[config.mk]
export PLATFORM = sky130hd
export DESIGN_NAME = base64_codec
export DESIGN_NICKNAME = d
export VERILOG_FILES = /design/src/hw/rtl/b64c_pkg.sv /design/src/hw/rtl/base64_codec.sv
export SDC_FILE = /design/constraint.sdc
export NUM_CORES = 1
export LEC_CHECK = 0
export ABC_AREA = 0
export BUFFER_PORTS_ARGS = -buffer_cell sky130_fd_sc_hd__buf_2
export CAP_MARGIN = 10
export CELL_PAD_IN_SITES_DETAIL_PLACEMENT = 1
export CELL_PAD_IN_SITES_GLOBAL_PLACEMENT = 1
export CORE_MARGIN = 2
export CORE_UTILIZATION = 33
export CTS_CLUSTER_DIAMETER = 40
export DETAILED_ROUTE_END_ITERATION = 16
export PLACE_DENSITY = 0.63
export REMOVE_ABC_BUFFERS = 1
export SYNTH_ARGS = -nofsm -noshare
export SYNTH_HDL_FRONTEND = slang
export SYNTH_SLANG_ARGS = --single-unit
[constraint.sdc]
create_clock -name i_clk -period 3.3 [get_ports i_clk]
set_clock_uncertainty 0.1 [all_clocks]
set_input_delay 0 -clock i_clk [delete_from_list [all_inputs] [get_ports i_clk]]
set_output_delay 0 -clock i_clk [all_outputs]
set_load 0.02 [all_outputs]
[src/hw/rtl/b64c_pkg.sv]
`default_nettype none
// ----------------------------------------------------------------------------
// b64c_pkg: shared types and helpers for the base64 codec
// Payload structs for both stream channels and the alphabet lookups.
// ----------------------------------------------------------------------------
package b64c_pkg;

    typedef struct packed {
        logic [7:0] in_byte;
        logic       end_of_message;
    } t_in;

    typedef struct packed {
        logic [7:0] out_byte;
        logic       has_data;
        logic       final_result;
        logic       bad_char;
    } t_out;

    typedef struct packed {
        logic       valid;
        logic [5:0] value;
    } t_dec;

    localparam logic DIR_ENCODE = 1'b0;
    localparam logic DIR_DECODE = 1'b1;

    localparam logic [7:0] CHAR_PAD   = 8'h3D;
    localparam logic [7:0] CHAR_SPACE = 8'h20;
    localparam logic [7:0] CHAR_TAB   = 8'h09;
    localparam logic [7:0] CHAR_CR    = 8'h0D;
    localparam logic [7:0] CHAR_LF    = 8'h0A;
    localparam logic [7:0] CHAR_PLUS  = 8'h2B;
    localparam logic [7:0] CHAR_SLASH = 8'h2F;
    localparam logic [7:0] CHAR_UP_A  = 8'h41;
    localparam logic [7:0] CHAR_UP_Z  = 8'h5A;
    localparam logic [7:0] CHAR_LO_A  = 8'h61;
    localparam logic [7:0] CHAR_LO_Z  = 8'h7A;
    localparam logic [7:0] CHAR_ZERO  = 8'h30;
    localparam logic [7:0] CHAR_NINE  = 8'h39;

    // Six-bit value to its standard alphabet character.
    function automatic logic [7:0] b64_encode_char(input logic [5:0] v);
        logic [7:0] r;
        if (v < 6'd26) begin
            r = CHAR_UP_A + {2'b00, v};
        end else if (v < 6'd52) begin
            r = CHAR_LO_A + {2'b00, v} - 8'd26;
        end else if (v < 6'd62) begin
            r = CHAR_ZERO + {2'b00, v} - 8'd52;
        end else if (v == 6'd62) begin
            r = CHAR_PLUS;
        end else begin
            r = CHAR_SLASH;
        end
        return r;
    endfunction

    // Character to its six-bit value; valid is low outside the alphabet.
    function automatic t_dec b64_decode_char(input logic [7:0] c);
        t_dec r;
        logic [7:0] d;
        r = '0;
        d = '0;
        if (c >= CHAR_UP_A && c <= CHAR_UP_Z) begin
            d = c - CHAR_UP_A;
            r.valid = 1'b1;
        end else if (c >= CHAR_LO_A && c <= CHAR_LO_Z) begin
            d = c - CHAR_LO_A + 8'd26;
            r.valid = 1'b1;
        end else if (c >= CHAR_ZERO && c <= CHAR_NINE) begin
            d = c - CHAR_ZERO + 8'd52;
            r.valid = 1'b1;
        end else if (c == CHAR_PLUS) begin
            d = 8'd62;
            r.valid = 1'b1;
        end else if (c == CHAR_SLASH) begin
            d = 8'd63;
            r.valid = 1'b1;
        end
        r.value = d[5:0];
        return r;
    endfunction

endpackage
`default_nettype wire

[src/hw/rtl/base64_codec.sv]
`default_nettype none
// ----------------------------------------------------------------------------
// base64_codec: streaming base64 encoder and decoder
// Standard alphabet codec over a byte stream, direction set by one register.
// ----------------------------------------------------------------------------
// An item is accepted into an input register and, in the cycle it is
// processed, expands into a batch of zero to four results held in the result
// register, which presents one result per cycle unless the output stalls. A
// new item can be accepted in every cycle as long as the batch ahead of it
// drains: an encoded byte makes one or two results (four per three bytes
// sustained, up to four at message end), a decoded character at most one. The
// single-result-per-cycle output register sets the rate. Writing the direction
// register clears all message state; the user must write it only while the
// block is idle, and the block itself does not enforce this.
module base64_codec (
    input  wire                 i_clk,
    input  wire                 i_rst_n,
    input  wire                 i_in_valid,
    output logic                o_in_stall,
    input  wire b64c_pkg::t_in  i_in_data,
    output logic                o_out_valid,
    input  wire                 i_out_stall,
    output b64c_pkg::t_out      o_out_data,
    input  wire                 i_cfg_valid,
    output logic                o_cfg_ready,
    input  wire                 i_cfg_data
);
    import b64c_pkg::*;

    logic        r_dir;
    logic [11:0] r_acc,  n_acc;
    logic [3:0]  r_pend, n_pend;
    logic [1:0]  r_cm4,  n_cm4;
    logic        r_pad,  n_pad;
    logic        r_err,  n_err;

    logic        r_iv;
    t_in         r_item;

    t_out        r_res [4];
    logic [2:0]  r_cnt;
    logic [1:0]  r_idx;

    t_out        res [4];
    logic [2:0]  n;

    logic        take, last, batch_free, move, in_ready, cfg_wr;

    assign cfg_wr      = i_cfg_valid;
    assign o_cfg_ready = 1'b1;

    assign o_out_valid = (r_cnt != 3'd0);
    assign o_out_data  = r_res[r_idx];
    assign take        = o_out_valid && !i_out_stall;
    assign last        = take && ({1'b0, r_idx} == r_cnt - 3'd1);
    assign batch_free  = (r_cnt == 3'd0) || last;
    assign move        = r_iv && batch_free;
    assign in_ready    = !r_iv || move;
    assign o_in_stall  = !in_ready;

    // Builds the result batch and next message state for the held item.
    always_comb begin
        logic [7:0]  b;
        logic        eom;
        logic [11:0] a1;
        logic [1:0]  cm;
        logic [3:0]  p;
        t_dec        dv;
        for (int k = 0; k < 4; k++) begin
            res[k] = '0;
        end
        n      = 3'd0;
        b      = r_item.in_byte;
        eom    = r_item.end_of_message;
        a1     = '0;
        cm     = r_cm4;
        p      = r_pend;
        dv     = b64_decode_char(b);
        n_acc  = r_acc;
        n_pend = r_pend;
        n_cm4  = r_cm4;
        n_pad  = r_pad;
        n_err  = r_err;
        if (r_dir == DIR_ENCODE) begin
            a1 = {r_acc[3:0], b};
            case (r_pend)
                4'd0: begin
                    res[0].out_byte = b64_encode_char(a1[7:2]);
                    res[0].has_data = 1'b1;
                    n = 3'd1;
                    p = 4'd2;
                end
                4'd2: begin
                    res[0].out_byte = b64_encode_char(a1[9:4]);
                    res[0].has_data = 1'b1;
                    n = 3'd1;
                    p = 4'd4;
                end
                default: begin
                    res[0].out_byte = b64_encode_char(a1[11:6]);
                    res[0].has_data = 1'b1;
                    res[1].out_byte = b64_encode_char(a1[5:0]);
                    res[1].has_data = 1'b1;
                    n = 3'd2;
                    p = 4'd0;
                end
            endcase
            cm = cm + n[1:0];
            if (eom) begin
                if (p != 4'd0) begin
                    res[n[1:0]].out_byte = (p == 4'd2) ?
                        b64_encode_char({a1[1:0], 4'b0000}) :
                        b64_encode_char({a1[3:0], 2'b00});
                    res[n[1:0]].has_data = 1'b1;
                    n  = n + 3'd1;
                    cm = cm + 2'd1;
                end
                for (int k = 0; k < 3; k++) begin
                    if (cm != 2'd0 && n < 3'd4) begin
                        res[n[1:0]].out_byte = CHAR_PAD;
                        res[n[1:0]].has_data = 1'b1;
                        n  = n + 3'd1;
                        cm = cm + 2'd1;
                    end
                end
                res[n[1:0] - 2'd1].final_result = 1'b1;
                n_acc  = '0;
                n_pend = '0;
                n_cm4  = '0;
                n_pad  = 1'b0;
                n_err  = 1'b0;
            end else begin
                n_acc  = a1;
                n_pend = p;
                n_cm4  = cm;
            end
        end else begin
            if (!r_pad && !r_err) begin
                if (b == CHAR_PAD) begin
                    n_pad = 1'b1;
                end else if (b == CHAR_SPACE || b == CHAR_TAB ||
                             b == CHAR_CR || b == CHAR_LF) begin
                    n_pad = r_pad;
                end else if (!dv.valid) begin
                    n_err = 1'b1;
                    if (!eom) begin
                        res[0].bad_char = 1'b1;
                        n = 3'd1;
                    end
                end else begin
                    a1    = {r_acc[5:0], dv.value};
                    n_acc = a1;
                    case (r_pend)
                        4'd0: n_pend = 4'd6;
                        4'd2: begin
                            res[0].out_byte = a1[7:0];
                            n_pend = 4'd0;
                            n = 3'd1;
                        end
                        4'd4: begin
                            res[0].out_byte = a1[9:2];
                            n_pend = 4'd2;
                            n = 3'd1;
                        end
                        default: begin
                            res[0].out_byte = a1[11:4];
                            n_pend = 4'd4;
                            n = 3'd1;
                        end
                    endcase
                    res[0].has_data     = (n != 3'd0);
                    res[0].final_result = (n != 3'd0) && eom;
                end
            end
            if (eom) begin
                if (n == 3'd0) begin
                    res[0].final_result = 1'b1;
                    res[0].bad_char     = n_err;
                    n = 3'd1;
                end
                n_acc  = '0;
                n_pend = '0;
                n_cm4  = '0;
                n_pad  = 1'b0;
                n_err  = 1'b0;
            end
        end
    end

    always_ff @(posedge i_clk) begin
        if (!i_rst_n) begin
            r_dir  <= DIR_ENCODE;
            r_acc  <= '0;
            r_pend <= '0;
            r_cm4  <= '0;
            r_pad  <= 1'b0;
            r_err  <= 1'b0;
            r_iv   <= 1'b0;
            r_cnt  <= '0;
            r_idx  <= '0;
        end else begin
            if (cfg_wr) begin
                r_dir  <= i_cfg_data;
                r_acc  <= '0;
                r_pend <= '0;
                r_cm4  <= '0;
                r_pad  <= 1'b0;
                r_err  <= 1'b0;
            end else if (move) begin
                r_acc  <= n_acc;
                r_pend <= n_pend;
                r_cm4  <= n_cm4;
                r_pad  <= n_pad;
                r_err  <= n_err;
            end
            if (in_ready) begin
                r_iv <= i_in_valid;
            end
            if (move) begin
                r_cnt <= n;
                r_idx <= '0;
            end else if (last) begin
                r_cnt <= '0;
                r_idx <= '0;
            end else if (take) begin
                r_idx <= r_idx + 2'd1;
            end
        end
    end

    // Payload registers carry no reset.
    always_ff @(posedge i_clk) begin
        if (in_ready && i_in_valid) begin
            r_item <= i_in_data;
        end
        if (move) begin
            for (int k = 0; k < 4; k++) begin
                r_res[k] <= res[k];
            end
        end
    end

endmodule
`default_nettype wire
After elaboration in Yosys (flattened, before gate mapping)
Memory sizes are Yosys's and may differ from the RTL's. A register that Yosys moved wholly into a read port is not among the register bits.
Cells that the tools add are included.
Cells by class
  shifts and indexed selects: 0
  equal/unequal tests: 20
  $add $sub $neg: 46
  $lt $le $gt $ge: 37
  reductions and logical operators: 47
  muxes and demuxes: 170
  bitwise logic cells: 6
  div/mod/pow operators: 0
  multipliers: 0
Operators by type and width (count)
  two-way mux 44 bit: 13
  bitwise mux 44 bit: 9
  two-way mux 8 bit: 25
  demux 11 bit (select 2 bit): 9
  two-way mux 3 bit: 37
  adder 7 x 6 -> 8 bit, first input constant: 12
  two-way mux 11 bit: 8
  < comparator 6 bit, second input constant: 12
  two-way mux 6 bit: 12
  subtractor 7 x 6 -> 8 bit, second input constant: 6
  subtractor 8 x 5 -> 8 bit, second input constant: 6
  adder 6 x 6 -> 7 bit, first input constant: 6
  < comparator 6 x 5 -> 1 bit, second input constant: 6
  two-way mux 2 bit: 18
  two-way mux 33 bit: 1
  == test 8 x 6 -> 1 bit, second input constant: 4
  two-way mux 4 bit: 8
  two-way mux 9 bit: 3
  == test 6 bit, second input constant: 4
  == test 8 x 4 -> 1 bit, second input constant: 3
  case mux 8 bit (3 select lines): 1
  two-way mux 1 bit: 22
  case mux 9 bit (2 select lines): 1
  logical AND 1 bit: 17
  other kinds (39): 83
Storage, ports and cells
  memory bits (writable): 44
  memories kept: 1
  ROM bits: 0
  flip-flop bits (word level): 30
  latch bits: 0
Memories
  r_res: words 4, width 11, rd ports 1, clocked after Yosys merged registers in 1, write ports 4, RTL line base64_codec.sv:40  | t_out r_res [4];

Logic depth before layout (Yosys ltp)
Gate-level depths: netlist (run 1).
  depth after elaboration: 33
  mapped depth: 13

Worst setup path before layout (run 1)
OpenSTA, ideal clock, no wires.
  path type: reg-to-reg
  start point: register r_item[5] (netlist bit)
  end point: memory r_res[0][6] (netlist bit), data pin
  period minus slack after synthesis: 3394 ps
  stages on the path, launching flop included: 11
  setup slack: -94 ps
  buffers on the path: 2
  library setup time: 256 ps
  data arrival time: 3038 ps
  data required time: 2944 ps
  cell sequence: edfxtp_1 -> clkbuf_1 -> buf_1 -> clkinv_1 -> ha_1 -> a311oi_1 -> o2bb2ai_1 -> mux2i_1 -> a311oi_2 -> a221o_1 -> a22o_1
RTL lines
  start, declared: RTL line base64_codec.sv:38  | t_in r_item;
  start signal, assigned: RTL line base64_codec.sv:234  | r_item <= i_in_data;
  end, declared: RTL line base64_codec.sv:40

==> metrics.txt, run 1 <==
outcome complete, no violations; CTS H-tree depth 3; CP Capture Type flop; placed cells 902; core area 15800 sq um; Die H 131 um; Buffers on Ports 27; leading area contributor after synthesis edfxtp_1; First-pass DRT Iterations 5; clk sinks 57; die span in x 131 um; Post-synth EDFFs 36; root buf cell clkbuf_16; Slew @ Worst Pin 772 ps; share of cells above drive strength 1 15.9%; #FFs+latches synth 57; Max-slew headroom 48.5%; vias in the first global route 5675; residual DRC count 0; peak supply drop 0.246 mV; Pwr Total 2.38 mW; Initial Util 33.8%; Cell Pwr Density 370 nW/um^2; Detailed Place HPWL 15900 um; vias 5532; CTS tree done; nets@finish 770; CP Launch Type flop; Non-Filler Instances 935; f_max 0.314 GHz; DP Worst Slack 180 ps; full die area 17200 sq um; post-DR vias/cell 5.92; Synth Flop Type edfxtp_1; number of antenna violations at the first check in global routing 0; Synth top cells by count nand2_1, a21oi_1, nor2_1, ha_1, clkbuf_1; Placement Cell Area 5970 sq um; WL per Instance 22.3 um; Design Area, Final 6430 sq um; first-pass GRT wire length 32800 um; final worst slack 118 ps; Clock Path Buffers 2; most common cell in the netlist nand2_1; # Max-Cap Violations 0; Netlist cell types 76; period utilisation layout 96.4%; largest net degree at the start of global routing 29; Synth top area share 20.2%; Avg Cell Area, Syn 8.21 sq um; CTS buffer count 9; # diodes 0; Synth Instances 651; WP data required 3350 ps; critical path class flop to flop; Max Fanout on Critical Path 11; fin crit period 3180 ps; Area Growth Syn to Fin 20.4%; DRT Wirelength 20800 um; Final Util 40.6%; Hold Fails Final Rpt 0; FP Rows 46; Critical Path AT 3230 ps; Initial DRC Count 424; IO Count 29; Static Leak 2.41 nW; clk_lat worst skew 340 ps; Routability Congestion 0.941; post-synthesis sequential area ratio 28.1%; gr ovfl total 0; Post-DRT Antenna Nets 0; Async SR Flop Fraction 0%; YS warnings 0; clock-pin slew on the worst setup and hold paths 50 ps; worst hold path type primary input to flop; Slew Limit Fails 0; total track usage 24.0%; Syn Std Cell Area 5340 sq um; synth top area cells edfxtp_1, ha_1, dfxtp_1; final setup vio count 0
-- critical path, stage by stage, from the launching register on --
cell and delay, ps:
edfxtp_1 410, buf_4 210, or3_1 510, o31a_1 370
o21ai_2 370, a311oi_2 180, a311oi_2 410, a22oi_1 170
o211ai_1 260
-- stage by stage --
| stage | hold WS [ps] | TNS, ps |
|---|---|---|
| floorplan | -1.13 | -5.95 |
| global placement | 78.0 | 0 |
| detailed placement | 78.9 | 0 |
| CTS | 109 | 0 |
| global route | 155 | -121 |
| finish | 122 | 0 |
-- per-layer routing --
layer	up-vias	part of all wire [%]	GRT usage [%]
li1	2584	-	-
met1	2742	45	32.5
met2	158	47	39.5
met3	48	4.8	3.97
met4	0	2.7	7.19
met5	-	0	0
-- path summary, 6_finish.rpt --
kind / from / to / slack [ps] / cells after the start
setup / recovery: r_item[3] / r_res[0][4] / 120 / 8
hold / removal: i_cfg_valid / r_cm4[0] / 120 / 3
setup reg to reg: r_item[3] / r_res[0][4] / 120 / 8
hold reg to reg: r_acc[4] / r_acc[4] / 370 / 1
-- cell type report --
type,count,area (sq um)
fillers,1934,9400
multi-input cells,524,3580
flip-flops and latches,57,1500
repair buffers,96,693
well taps,216,270
clock buffers,10,229
inverters,26,97.6
clock inverters,6,60.1
-- registers in the layout, summed over array words and instances, names as in the netlist, named ones only --
signal / cells
r_cm4: 2
r_pend: 2
r_iv: 1
r_res: 27
r_acc: 6
r_item: 9
r_pad: 1
r_dir: 1
r_idx: 2
r_cnt: 3
r_err: 1
-- logic make-up after synthesis --
family / count (synthesis) / synth area share (%)
buffers and inverters: 72 / 5.22
muxes: 25 / 5.08
and+or+nand+nor: 216 / 20.1
xor gates and xnor gates: 17 / 2.79
other: 2 / 0.141
DFF: 57 / 28.1
adders and majority gates: 41 / 9.60
AOI/OAI and AO/OA: 221 / 29.0
-- timing repair --
action | CTS | global route
buffers inserted | 0 | 1
gates resized for setup | 0 | 2
setup endpoints to repair | 0 | 1
endpoints found under the hold margin | 18 | 0
hold buffers | 16 | 0
-- placed cells by master, fill, tap and decap left out, drive strengths merged, types with 7 or more instances in the layout --
cell type / n
nor2: 47
nor2b: 19
inv: 22
and3: 8
o211ai: 12
nor3: 17
nand2b: 11
mux2i: 17
nand3: 22
mux2: 7
a21oi: 49
o31ai: 10
a211oi: 21
buf: 80
clkbuf: 10
ha: 41
dfxtp: 21
nand4: 9
xnor2: 12
dlygate4sd3: 16
o21a: 9
clkinv: 7
o2bb2ai: 9
o21ai: 38
edfxtp: 36
a221oi: 9
nand2: 55
-- power by group --
group	switching [mW]	leakage [nW]	internal, mW
Combinational	0.383	1.76	0.233
Clock	0.352	0.138	0.580
Sequential	0.0300	0.515	0.803
Note: power is estimated with default switching activity, not from simulation.
==> run 2: changes to the inputs <==
--- a/config.mk
+++ b/config.mk
@@ -12,10 +12,12 @@
 export CELL_PAD_IN_SITES_GLOBAL_PLACEMENT = 1
 export CORE_MARGIN = 2
 export CORE_UTILIZATION = 33
+export CTS_BUF_LIST = sky130_fd_sc_hd__clkbuf_4 sky130_fd_sc_hd__clkbuf_8
 export CTS_CLUSTER_DIAMETER = 40
 export DETAILED_ROUTE_END_ITERATION = 16
 export PLACE_DENSITY = 0.63
 export REMOVE_ABC_BUFFERS = 1
+export SETUP_SLACK_MARGIN = 0.15
 export SYNTH_ARGS = -nofsm -noshare
 export SYNTH_HDL_FRONTEND = slang
 export SYNTH_SLANG_ARGS = --single-unit
==> run 2 against run 1 <==
Against the previous run: routed wire length decreased by 0.35%; via count decreased by 0.11%; register-to-register slack improved by 80 ps; flip-flop and latch count unchanged; sequential share of layout area about the same; non-clock buffer count increased by 5; design area increased by 0.19%; highest routed layer unchanged; combinational power increased by 3%; critical endpoint unchanged; first-iteration DRC count decreased by 8.7%; total power decreased by 10%.
==> metrics.txt, run 2 (synthesis results as in run 1) <==
max reg flops 27 (unchanged); sequential power share 39.0% (was 35.0%); Slew @ Worst Pin 785 ps (was 772 ps); vias 5526 (was 5532); fin crit period 3100 ps (was 3180 ps); critical path class flop to flop (unchanged); Biggest register r_res (unchanged); most common cell after layout, fill and taps aside buf_4 (was nand2_1); period utilisation layout 94.0% (was 96.4%); f_max 0.322 GHz (was 0.314 GHz); first-pass GRT wire length 32500 um (was 32800 um); # Max-Cap Violations 0 (unchanged); residual DRC count 0 (unchanged); Gate power share 29.6% (was 25.9%); largest net degree at the start of global routing 29 (unchanged); gr ovfl total 0 (unchanged); final setup vio count 0 (unchanged); top flop regs r_res (27), r_item (9), r_acc (6) (unchanged); CTS H-tree depth 3 (unchanged); Area Growth Syn to Fin 20.6% (was 20.4%); Slew Limit Fails 0 (unchanged); worst-case hold slack 116 ps (was 122 ps); core area 15800 sq um (unchanged); worst hold path type primary input to flop (unchanged); DP Worst Slack 180 ps (unchanged); Initial Util 33.8% (unchanged); CP Capture Type flop (unchanged); Total Neg Setup Slack 0 ps (unchanged); clk sinks 57 (unchanged); CTS buffer count 9 (unchanged); Max Fanout on Critical Path 7 (was 11); final worst slack 198 ps (was 118 ps); share of cells above drive strength 1 18.2% (was 15.9%); Net Sw Frac 34.6% (was 32.1%); die span in x 131 um (unchanged); Clk pwr share 31.5% (was 39.1%); Post-DRT Antenna Nets 0 (unchanged); WL per Instance 22.1 um (was 22.3 um); root buf cell clkbuf_8 (was clkbuf_16); Fillers 1935 (was 1934); Max-slew headroom 47.6% (was 48.5%); CP Launch Type flop (unchanged); Pint 1.40 mW (was 1.62 mW); Cell Pwr Density 332 nW/um^2 (was 370 nW/um^2); Detailed Place HPWL 15900 um (unchanged); Clock Path Buffers 2 (unchanged); Design Area, Final 6440 sq um (was 6430 sq um); post-DR vias/cell 5.88 (was 5.92); Static Leak 2.41 nW (about the same); Hold Fails Final Rpt 0 (unchanged); Placement Cell Area 5970 sq um (unchanged); most frequent cells in the layout buf_4, nand2_1, a21oi_1 (was nand2_1, buf_4, a21oi_1); WP data required 3360 ps (was 3350 ps); number of antenna violations at the first check in global routing 0 (unchanged); peak supply drop 0.153 mV (was 0.246 mV); clock-pin slew on the worst setup and hold paths 70 ps (was 50 ps); clk_lat worst skew 360 ps (was 340 ps); # diodes 0 (unchanged); Critical Path AT 3160 ps (was 3230 ps); DRT Wirelength 20800 um (about the same); Final Util 40.7% (was 40.6%); Initial DRC Count 387 (was 424); FP Rows 46 (unchanged); Die H 131 um (unchanged); Routability Congestion 0.941 (unchanged); full die area 17200 sq um (unchanged); vias in the first global route 5619 (was 5675); Buffers on Ports 27 (unchanged); outcome complete, no violations (unchanged); IO Count 29 (unchanged); switching pwr 0.738 mW (was 0.765 mW); RSZ-0062 raised after global routing true; First-pass DRT Iterations 5 (unchanged); CTS tree done (unchanged); nets@finish 775 (was 770); total track usage 23.8% (was 24.0%)
## run 2: cell count changes in the layout (fill, tap and decap cells not counted), moves of 2 or more
cell       before  now
clkbuf_8        0    9
clkbuf_16       9    0
buf_6           0    2
buf_4          53   56
## run 2: layout make-up
class	instances	area, sq um	area share (%)
sequential	57	1500	23.3
multi-input combinational	524	3650	56.6
tap	216	270	4.19
clock buffer	10	131	2.04
inverter	26	97.6	1.51
timing repair buffer	101	738	11.5
clock inverter	6	60.1	0.932
## run 2: per-layer routing
layer,up-vias,track usage [%],routed length [um]
li1,2581,-,-
met3,35,3.43,1090
met1,2765,32.2,9370
met4,0,7.07,462
met2,145,39.6,9840
met5,-,0,0
## run 2: repair_timing
| item | 4_1_cts | 5_1_grt |
|---|---|---|
| setup buffers | 0 | 6 |
| hold buffers | 16 | 0 |
| endpoints found under the hold margin | 18 | 0 |
| setup endpoints to repair | 0 | 13 |
| gates resized for setup | 0 | 19 |
## run 2: power by group through the flow
stage	combinational, mW	sequential (mW)	clock (mW)
finish	0.632	0.833	0.672
global route	0.680	0.838	0.715
CTS	0.605	0.833	0.687
detailed placement	0.586	0.849	0
global placement	0.575	0.846	0
floorplan	0.337	0.859	0
## run 2: per-stage QoR
step	cells	power, mW
2_1_floorplan	607	1.20
3_3_place_gp	902	1.42
3_5_place_dp	902	1.44
4_1_cts	934	2.12
5_1_grt	940	2.23
6_report	940	2.14
## run 2: worst paths after layout
kind / start / to / slack, ps / depth (start not counted)
setup / recovery: r_item[7] / r_res[0][4] / 200 / 9
setup reg to reg: r_item[7] / r_res[0][4] / 200 / 9
hold reg to reg: r_acc[4] / r_acc[4] / 380 / 1
hold / removal: i_cfg_valid / r_cm4[0] / 120 / 3
## run 2: critical path: stages, from the launching register on
cell	delay [ps]
edfxtp_1	430
clkinv_1	110
ha_4	140
or4b_4	450
o31a_1	360
o21ai_4	280
a311oi_2	150
a311oi_2	460
a22oi_2	140
o211ai_1	270
==> run 3: changes to the inputs <==
--- a/config.mk
+++ b/config.mk
@@ -11,11 +11,11 @@
 export CELL_PAD_IN_SITES_DETAIL_PLACEMENT = 1
 export CELL_PAD_IN_SITES_GLOBAL_PLACEMENT = 1
 export CORE_MARGIN = 2
-export CORE_UTILIZATION = 33
+export CORE_UTILIZATION = 44
 export CTS_BUF_LIST = sky130_fd_sc_hd__clkbuf_4 sky130_fd_sc_hd__clkbuf_8
 export CTS_CLUSTER_DIAMETER = 40
 export DETAILED_ROUTE_END_ITERATION = 16
-export PLACE_DENSITY = 0.63
+export PLACE_DENSITY = 0.8
 export REMOVE_ABC_BUFFERS = 1
 export SETUP_SLACK_MARGIN = 0.15
 export SYNTH_ARGS = -nofsm -noshare
==> run 3 against run 2 <==
Against the previous run: maximum frequency grew 1.9%; die area shrank 24%; critical path depth shrank 1; sequential power is essentially flat; global-route usage grew 8.2 points; register-to-register slack gained 60 ps; total power grew 3.9%; critical endpoint is now r_res[0][6]; design area shrank 2.3%; combinational power shrank 0.8%; setup slack gained 57 ps.
==> metrics.txt, run 3 (synthesis results as in run 1) <==
top flop regs r_res (27), r_item (9), r_acc (6) (unchanged); FP Rows 40 (was 46); met2 usage in global routing 52.9% (was 39.6%); Initial Util 44.9% (was 33.8%); outcome complete, no violations (unchanged); fin crit period 3050 ps (was 3100 ps); full die area 13000 sq um (was 17200 sq um); first-pass GRT wire length 32000 um (was 32500 um); CP Launch Type flop (unchanged); final setup vio count 0 (unchanged); vias in the first global route 5732 (was 5619); DRT Wirelength 20800 um (about the same); clk_lat worst skew 360 ps (about the same); Clock Path Buffers 2 (unchanged); Area Growth Syn to Fin 17.8% (was 20.6%); max reg flops 27 (unchanged); Routability Congestion 1.02 (was 0.941); Critical Path AT 3050 ps (was 3160 ps); Slew Limit Fails 0 (unchanged); Initial DRC Count 484 (was 387); Pint 1.47 mW (was 1.40 mW); IO Count 29 (unchanged); worst hold path type primary input to flop (unchanged); met1 usage 40.8% (was 32.2%); core area 11900 sq um (was 15800 sq um); Die H 114 um (was 131 um); switching pwr 0.752 mW (was 0.738 mW); residual DRC count 0 (unchanged); Detailed Place HPWL 15400 um (was 15900 um); gr ovfl total 0 (unchanged); most common cell after layout, fill and taps aside nand2_1 (was buf_4); root buf cell clkbuf_8 (unchanged); die span in x 114 um (was 131 um); clock-pin slew on the worst setup and hold paths 70 ps (about the same); period utilisation layout 92.3% (was 94.0%); total track usage 32.0% (was 23.8%); Buffers on Ports 27 (unchanged); Net Sw Frac 33.9% (was 34.6%); clk sinks 57 (unchanged); f_max 0.328 GHz (was 0.322 GHz); Max Fanout on Critical Path 14 (was 7); Design Area, Final 6300 sq um (was 6440 sq um); Gate power share 28.3% (was 29.6%); Slew @ Worst Pin 833 ps (was 785 ps); vias 5697 (was 5526); Max-slew headroom 44.5% (was 47.6%); GR peak layer met2 (unchanged); critical path class flop to flop (unchanged); Static Leak 2.39 nW (was 2.41 nW); DP Worst Slack 277 ps (was 180 ps); Cell Pwr Density 353 nW/um^2 (was 332 nW/um^2); # diodes 0 (unchanged); First-pass DRT Iterations 5 (unchanged); Placement Cell Area 5880 sq um (was 5970 sq um); Hold Fails Final Rpt 0 (unchanged); WL per Instance 24.1 um (was 22.1 um); peak supply drop 0.343 mV (was 0.153 mV); Post-DRT Antenna Nets 0 (unchanged); CTS H-tree depth 3 (unchanged); Clk pwr share 34.3% (was 31.5%); routing usage on met3 8.10% (was 3.43%); number of antenna violations at the first check in global routing 0 (unchanged); worst-case hold slack 154 ps (was 116 ps); final worst slack 255 ps (was 198 ps); largest net degree at the start of global routing 22 (was 29); share of cells above drive strength 1 16.4% (was 18.2%); CTS tree done (unchanged); Biggest register r_res (unchanged); # Max-Cap Violations 0 (unchanged); RSZ-0062 raised after global routing false (was true); CTS buffer count 9 (unchanged); WP data required 3300 ps (was 3360 ps); post-DR vias/cell 6.59 (was 5.88); sequential power share 37.5% (was 39.0%); nets@finish 769 (was 775); most frequent cells in the layout nand2_1, buf_4, a21oi_1 (was buf_4, nand2_1, a21oi_1); CP Capture Type flop (unchanged)
[run 3: timing repair]
action,CTS,global route
hold buffers,16,0
buffers inserted,0,0
gates resized for setup,0,7
hold endpoints to repair,18,0
endpoints found under the setup margin,0,13
[run 3: cell type report]
cell class / count / area, sq um
clock buffers: 9 / 124
multi-input cells: 524 / 3600
repair buffers: 95 / 686
clock inverters: 7 / 103
flip-flops and latches: 57 / 1500
fillers: 1446 / 5620
well taps: 147 / 184
inverters: 26 / 97.6
[run 3: final timing paths]
path,startpoint,endpoint,slack [ps],cells after the start
max reg2reg,r_item[3],r_res[0][6],250,8
min,i_cfg_valid,r_cm4[0],150,3
min reg2reg,r_acc[5],r_acc[5],370,1
max,r_item[3],r_res[0][6],250,8
[run 3: metrics by stage]
stage	utilization, %	cells	total power [mW]	setup TNS, ps
after detailed placement	49.4	833	1.43	0
after global routing	52.9	865	2.30	0
after global placement	49.4	833	1.41	0
after CTS	52.6	865	2.19	0
final	52.9	865	2.22	0
after floorplan	-	607	1.20	-5.95
[run 3: critical path, cell delays in order (launching register included)]
cell and delay [ps]:
edfxtp_1 420, buf_4 230, or3_1 470, o31a_1 370, a211o_1 250, a311oi_2 290, a311oi_2 110, a221o_1 360
a22o_1 200
[run 3: power groups by stage]
stage	Sequential, mW	Combinational [mW]	Clock (mW)
after detailed placement	0.847	0.579	0
after floorplan	0.859	0.337	0
after global routing	0.836	0.666	0.797
after CTS	0.832	0.599	0.762
after global placement	0.844	0.565	0
final	0.832	0.627	0.760
[run 3: per-layer routing]
layer,part of all wire [%],vias to the layer above
met3,7.5,58
li1,-,2566
met4,3.1,0
met2,47,288
met1,42,2785
met5,0,-
